$ cat src/hdl/bfea_pkg.sv
`timescale 1ns / 1ps
package bfea_pkg;

   localparam int MAX_EXTENTS = 16;
   localparam int IDX_W       = 16;
   localparam int POS_W       = $clog2(MAX_EXTENTS);
   localparam int CNT_W       = $clog2(MAX_EXTENTS + 1);

   localparam logic [1:0] REQ_ALLOC = 2'd0;
   localparam logic [1:0] REQ_FREE  = 2'd1;
   localparam logic [1:0] REQ_INIT  = 2'd2;

   localparam logic [2:0] STAT_OK        = 3'd0;
   localparam logic [2:0] STAT_ZERO      = 3'd1;
   localparam logic [2:0] STAT_BEYOND    = 3'd2;
   localparam logic [2:0] STAT_OVERLAP   = 3'd3;
   localparam logic [2:0] STAT_TOO_LARGE = 3'd4;
   localparam logic [2:0] STAT_NO_FIT    = 3'd5;
   localparam logic [2:0] STAT_FULL      = 3'd6;

   localparam logic CSR_TABLE_SIZE  = 1'b0;
   localparam logic CSR_MAX_REQUEST = 1'b1;

   localparam logic [IDX_W-1:0] RESET_TABLE_SIZE  = 16'd4096;
   localparam logic [IDX_W-1:0] RESET_MAX_REQUEST = 16'hFFFF;

   typedef struct packed {
      logic [1:0]       req_type;
      logic [IDX_W-1:0] start_index;
      logic [IDX_W-1:0] count;
   } req_item_type;

   typedef struct packed {
      logic [2:0]       status;
      logic [IDX_W-1:0] alloc_index;
      logic [IDX_W-1:0] used_mark;
   } rsp_item_type;

   typedef struct packed {
      logic [IDX_W-1:0] start;
      logic [IDX_W-1:0] length;
   } ext_type;

   typedef struct packed {
      logic past;
      logic end_hit;
      logic overlap;
      logic next_hit;
   } flag_type;

   typedef struct packed {
      logic             found;
      logic [IDX_W-1:0] length;
      logic [IDX_W-1:0] start;
      logic [POS_W-1:0] idx;
   } tok_type;

   typedef struct packed {
      logic             apply;
      logic             shl;
      logic             shr;
      logic             set;
      logic [CNT_W-1:0] pos;
      logic [POS_W-1:0] set_idx;
      ext_type          set_ext;
   } cmd_type;

endpackage

$ cat src/hdl/bfea_cell.sv
`timescale 1ns / 1ps
module bfea_cell (
   input  logic                          clock,
   input  logic                          reset,
   input  logic [bfea_pkg::POS_W-1:0]    cell_idx,
   input  logic                          ext_valid,
   input  logic [bfea_pkg::IDX_W-1:0]    req_start,
   input  logic [bfea_pkg::IDX_W-1:0]    req_count,
   input  bfea_pkg::ext_type             left_ext,
   input  bfea_pkg::ext_type             right_ext,
   input  bfea_pkg::tok_type             tok_in,
   input  bfea_pkg::cmd_type             cmd,
   output bfea_pkg::ext_type             ext,
   output bfea_pkg::flag_type            flags,
   output bfea_pkg::tok_type             tok_out
);

   bfea_pkg::ext_type  ext_ff, ext_in;
   bfea_pkg::flag_type flag_ff, flag_in;
   bfea_pkg::tok_type  tok_ff, tok_in_n;
   logic [bfea_pkg::IDX_W:0] ext_end;
   logic [bfea_pkg::IDX_W:0] req_end;
   logic [bfea_pkg::CNT_W-1:0] idx_w;

   assign ext_end = {1'b0, ext_ff.start} + {1'b0, ext_ff.length};
   assign req_end = {1'b0, req_start} + {1'b0, req_count};
   assign idx_w   = bfea_pkg::CNT_W'(cell_idx);

   always_comb begin
      flag_in.past     = ext_valid && (ext_end > {1'b0, req_start});
      flag_in.end_hit  = (ext_end == {1'b0, req_start});
      flag_in.overlap  = (req_end > {1'b0, ext_ff.start});
      flag_in.next_hit = (req_end == {1'b0, ext_ff.start});
   end

   always_comb begin
      tok_in_n = tok_in;
      if (ext_valid && (ext_ff.length >= req_count) &&
          (!tok_in.found || (ext_ff.length < tok_in.length))) begin
         tok_in_n.found  = 1'b1;
         tok_in_n.length = ext_ff.length;
         tok_in_n.start  = ext_ff.start;
         tok_in_n.idx    = cell_idx;
      end
   end

   always_comb begin
      ext_in = ext_ff;
      if (cmd.apply) begin
         if (cmd.set && (cmd.set_idx == cell_idx)) begin
            ext_in = cmd.set_ext;
         end else if (cmd.shl && (idx_w >= cmd.pos)) begin
            ext_in = right_ext;
         end else if (cmd.shr && (idx_w > cmd.pos)) begin
            ext_in = left_ext;
         end
      end
   end

   always_ff @(posedge clock) begin
      if (reset) begin
         ext_ff.start  <= '0;
         ext_ff.length <= bfea_pkg::RESET_TABLE_SIZE;
      end else begin
         ext_ff <= ext_in;
      end
   end

   always_ff @(posedge clock) begin
      flag_ff <= flag_in;
      tok_ff  <= tok_in_n;
   end

   assign ext     = ext_ff;
   assign flags   = flag_ff;
   assign tok_out = tok_ff;

endmodule

$ cat config.mk
export PLATFORM = sky130hd
export DESIGN_NAME = bfea_cell
export DESIGN_NICKNAME = d
export VERILOG_FILES = /design/src/hdl/bfea_pkg.sv /design/src/hdl/bfea_cell.sv
export SDC_FILE = /design/constraint.sdc
export NUM_CORES = 1
export LEC_CHECK = 0
export BUFFER_PORTS_ARGS = -buffer_cell sky130_fd_sc_hd__buf_2
export CORE_ASPECT_RATIO = 0.7
export CORE_UTILIZATION = 45
export DETAILED_ROUTE_END_ITERATION = 16
export HOLD_SLACK_MARGIN = 0.05
export MAX_ROUTING_LAYER = met4
export PLACE_DENSITY = 0.81
export SYNTH_ARGS = -nofsm -noshare
export SYNTH_HDL_FRONTEND = slang
export SYNTH_SLANG_ARGS = --single-unit
$ cat constraint.sdc
create_clock -name clock -period 3.08 [get_ports clock]
set_clock_uncertainty 0.15 [all_clocks]
set_input_delay 0.308 -clock clock [delete_from_list [all_inputs] [get_ports clock]]
set_output_delay 0.308 -clock clock [all_outputs]
set_load 0.005 [all_outputs]
# ---- Word-level counts from Yosys, hierarchy flattened
# Index checks and enable logic that the tools add are counted.
dict set report word_totals {
  reg_bits 73
  inputBits 185
  out_inout_bits 73
}
dict set report classes {
  n_reduce_logical 10
  n_eq_ne 3
  magnitude_cmp 6
  muxes 4
  addsub 2
}
# cell count
set ops {}
lappend ops {{$mux 32} 3}
lappend ops {{$mux 36} 1}
lappend ops {{$add 16x16->17} 2}
lappend ops {{$eq 17x16->1} 2}
lappend ops {{$gt 17x16->1} 2}
lappend ops {{$ge 16x16->1} 1}
lappend ops {{$lt 16x16->1} 1}
lappend ops {{$logic_and 1x1->1} 6}
lappend ops {{$ge 4x5->1} 1}
lappend ops {{$gt 4x5->1} 1}
lappend ops {{$eq 4x4->1} 1}
lappend ops {{$reduce_bool 3->1} 1}
lappend ops {{$reduce_and 2->1} 1}
lappend ops {{$logic_not 1->1} 1}
lappend ops {{$logic_or 1x1->1} 1}

# ---- Depth between registers and ports, before layout
dict set report logic_depth {
  depth_word 5
  depth_mapped 17
}

# ---- Worst setup path after synthesis
# OpenSTA, ideal clock, no wires.
dict set report synth_timing {
  kind {register to register}
  start {register ext_ff, in the netlist ext[0]}
  end {register flag_ff, in the netlist flags[3]}
  required_ns 2.803
  period_less_slack_ns 3.309
  t_arrival_ns 3.033
  stages_incl_launch_ff 16
  slack_ns -0.229
  setup_ns 0.127
  n_path_buf 0
  path_cell_list {dfxtp_1 ha_1 inv_1 fa_1 nor2b_1 o31a_1 o41a_1 a41o_1 nor2_1 o21ai_1 xor2_1 ha_1 a2111oi_0 o2111ai_1 o211ai_1 a21boi_0}
}
# item line
set synth_rtl {}
lappend synth_rtl {{from (decl)} bfea_cell.sv:18} ;# bfea_pkg::ext_type ext_ff, ext_in;
lappend synth_rtl {{from (signal assigned)} bfea_cell.sv:65} ;# ext_ff <= ext_in;
lappend synth_rtl {{to (signal assigned)} bfea_cell.sv:70} ;# flag_ff <= flag_in;
lappend synth_rtl {{to (decl)} bfea_cell.sv:19} ;# bfea_pkg::flag_type flag_ff, flag_in;

==> flow_metrics.py <==
metrics = {
    "pwr": {
        "p_leak_nw": 4.98,
        "p_per_area_mw_per_mm2": 361,
        "peakVddDrop_mv": 0.276,
        "finalPower_w": 0.00321,
    },
    "floorplanning": {
        "io_pins": 258,
        "core_mm2": 0.0134,
        "die_h_um": 101,
        "die_area_mm2": 0.0146,
        "rows": 35,
        "die_w_um": 144,
        "start_util_pct": 47.1,
    },
    "routing": {
        "drc": 0,
        "first_iter_violations": 292,
        "drt-total-wl_um": 21400,
        "routedWlPerCell_um": 17.1,
        "num_vias": 6522,
        "vias_per_cell": 5.21,
        "ant_nets": 0,
        "first_pass_iters": 5,
    },
    "setup_path": {
        "max_stage_delay_ns": 0.42,
        "cp-start-kind": "flop",
        "cp.required_ns": 3.15,
        "reg2reg_depth": 17,
        "slowest_stage": "o41a_1",
        "path_cells": "ha_4 > inv_2 > fa_2 > nor2b_2 > o31a_1 > o41a_1 > a21o_1 > a21o_1 > a21oi_2 > xnor2_1 > ha_1 > a21oi_2 > nor2b_1 > o21ai_1 > o2111ai_1 > o211ai_1 > a21boi_1",
        "crit_type": "reg2reg",
        "crit_fanout": 2,
        "endpoint_kind": "flop",
        "critPathArrivalTime_ns": 3.46,
    },
    "synth": {
        "yosysSeqAreaShare_pct": 23.1,
        "syn_area_mm2": 0.00633,
        "synthDistinctLibCells": 55,
        "syn_nets": 1009,
        "synth_seq_cells": 73,
        "avgSynthCellArea_um2": 8.76,
        "yosys.area.top_type_share_pct": 23.1,
        "synthFlopType": "dfxtp_1",
        "ys_async_sr_fraction_pct": 0,
        "yosysWarnings": 0,
        "synth_top_area_cell": "dfxtp_1",
        "ys_top_cells_by_area": "dfxtp_1 (23%), ha_1 (20%), mux2_4 (6.9%), mux2i_1 (5.2%), a21oi_1 (5.0%)",
        "synthCells": 723,
        "synth_edf_count": 0,
    },
    "clocking": {
        "clockBufferDepth": 2,
        "cts.sinks": 73,
        "clkLatencyLatePin_ns": 0.34,
        "clk_pin_slew_ns": 0.06,
        "cts_buffers": 9,
        "cts.htree.levels": 3,
        "cts_tree": "yes",
        "cts.root.buffer_cell": "clkbuf_16",
    },
    "timing": {
        "post-route-period-util_pct": 110,
        "finalHoldViolations": 0,
        "maxSlewViolCount": 0,
        "fin_worst_hold_slack_ns": 0.0605,
        "max_freq_mhz": 295,
        "rsz0062_at_grt": "yes",
        "tns_ns": -0.484,
        "min_period_ns": 3.39,
        "worst_pin_slew_ns": 0.657,
        "slew_headroom_pct": 56.2,
        "report.final.setup_viol": 2,
        "fin_ws_ns": -0.309,
    },
    "place": {
        "place_congestion": 1.06,
        "dp_cells": 1215,
        "dp_hpwl_um": 17200,
        "portBuffers": 257,
    },
    "run": {
        "cap_violations": 0,
    },
    "cells_and_area": {
        "multi_input_area_mm2": 0.00456,
        "antennaDiodeCount": 0,
        "seq_area_mm2": 0.00147,
        "fill_cells": 1150,
        "post-route-util_pct": 66.2,
        "stdcell_count": 1251,
        "num-nets-final": 1347,
        "area_growth_pct": 40.6,
        "drive_gt1_share_pct": 39.4,
    },
    "grt": {
        "track_usage_pct": 30.5,
        "grt_overflow": 0,
        "antenna_found_initial": 0,
        "grt_max_degree": 65,
        "grt_pass1_wl_um": 32400,
        "grt_pass1_vias": 6300,
    },
    "status": {
        "status": "complete, but fails checks",
        "violations": "negative setup slack",
    },
    "min_path": {
        "hold_depth": 2,
        "min_path_type": "in2reg",
    },
}
## stage by stage
| stage | setup slack (ns) | area (um^2) |
|---|---|---|
| after floorplan | -0.131 | 6360 |
| after global placement | -0.271 | 8320 |
| after detailed placement | -0.346 | 8320 |
| after CTS | -0.242 | 8790 |
| after global routing | -0.409 | 8900 |
| final | -0.309 | 8900 |
## sequential cells by signal (all words and copies together), names as in the netlist
name	count
ext	32
flags	4
tok_out	37
## layer usage
metal / wire (um) / GRT usage (%) / up-vias
met4: 408 / 7.86 / 0
met5: 0 / - / -
met2: 9800 / 49.6 / 252
li1: - / - / 3249
met3: 1420 / 6.43 / 33
met1: 9800 / 38.3 / 2988
## cell families (layout without fill, tap and decap cells)
logic type,Yosys count,count (layout),synth area share [%]
simple gates,154,154,10.8
mux,68,68,13.2
compound gates,198,198,21.7
buf+inv,99,442,6.86
xor+xnor,30,30,4.15
flops,73,73,23.1
fa+ha+maj,101,101,20.2
## cell usage after synthesis, types with 4 or more instances
| master | instances |
|---|---|
| ha_1 | 99 |
| nor3_1 | 5 |
| o21bai_1 | 5 |
| nand4_1 | 8 |
| o211ai_1 | 5 |
| mux2_4 | 29 |
| xnor2_1 | 21 |
| nand2b_1 | 7 |
| nand2_1 | 49 |
| a211o_1 | 33 |
| o21a_1 | 10 |
| mux2_2 | 6 |
| a21o_1 | 26 |
| a21oi_1 | 63 |
| o21ai_0 | 22 |
| nor2_1 | 57 |
| dfxtp_1 | 73 |
| clkbuf_1 | 13 |
| inv_1 | 76 |
| nand3_1 | 10 |
| a211oi_1 | 5 |
| xor2_1 | 9 |
| nor2b_1 | 8 |
| mux2i_1 | 33 |
| and3_1 | 4 |
## cells in the final DEF (no fill, tap or decap), types with 3 or more instances in the layout
master         instances
dfxtp_1               70
a211o_1               33
mux2i_1               33
clkbuf_16              9
mux2_4                29
buf_2                257
a31oi_1                3
dfxtp_2                3
a21oi_1               58
xnor2_1               21
o211ai_1               5
nor2b_1                7
o21a_1                10
nand2b_1               7
o21bai_1               5
buf_4                 74
and3_1                 4
mux2_2                 6
nand3_1                8
a211oi_1               3
clkinv_4               3
nand4_1                8
a21o_1                26
ha_1                  96
nor3_1                 4
buf_12                 3
o21ai_0               16
a21oi_2                7
inv_1                 74
dlygate4sd3_1         16
nand2_1               49
xor2_1                 9
o21ai_1                6
nor2_1                56
## path summary, 6_finish.rpt
path	from	end	slack [ns]
worst max-delay path	ext[0]	flags[3]	-0.31
worst min-delay path	tok_in[29]	tok_out[29]	0.06
worst max register to register	ext[0]	flags[3]	-0.31
worst min register to register	ext[31]	ext[31]	0.42
## worst max-delay path, delay by kind of cell (launching register included)
| family | cells | cell delay (ns) |
|---|---|---|
| buffers and inverters | 1 | 0.04 |
| adders and majority gates | 3 | 0.65 |
| AOI/OAI and AO/OA | 10 | 1.86 |
| xor gates and xnor gates | 1 | 0.14 |
| DFF | 1 | 0.34 |
| and+or+nand+nor | 2 | 0.10 |
## area by class of cell
cell class	instances	share of cell area, %
clock buffer	10	2.57
clock inverter	6	0.773
inverter	76	3.20
multi-input combinational	551	51.2
sequential	73	16.5
tap	185	2.60
timing repair buffer	350	23.2
## power breakdown
group	switching, W	total (W)	internal, W
clock	0.000432	0.00106	0.000630
sequential	0.0000358	0.00104	0.00101
combinational	0.000544	0.00111	0.000564
total	0.00101	0.00321	0.00220
## repair_timing
item,4_1_cts,5_1_grt
hold buffers,15,1
pin swaps,3,21
setup endpoints to repair,2,4
resized for setup,5,19
cloned,0,0
endpoints found under the hold margin,15,1
setup buffers,1,3
Note: power is estimated with default switching activity, not from simulation.
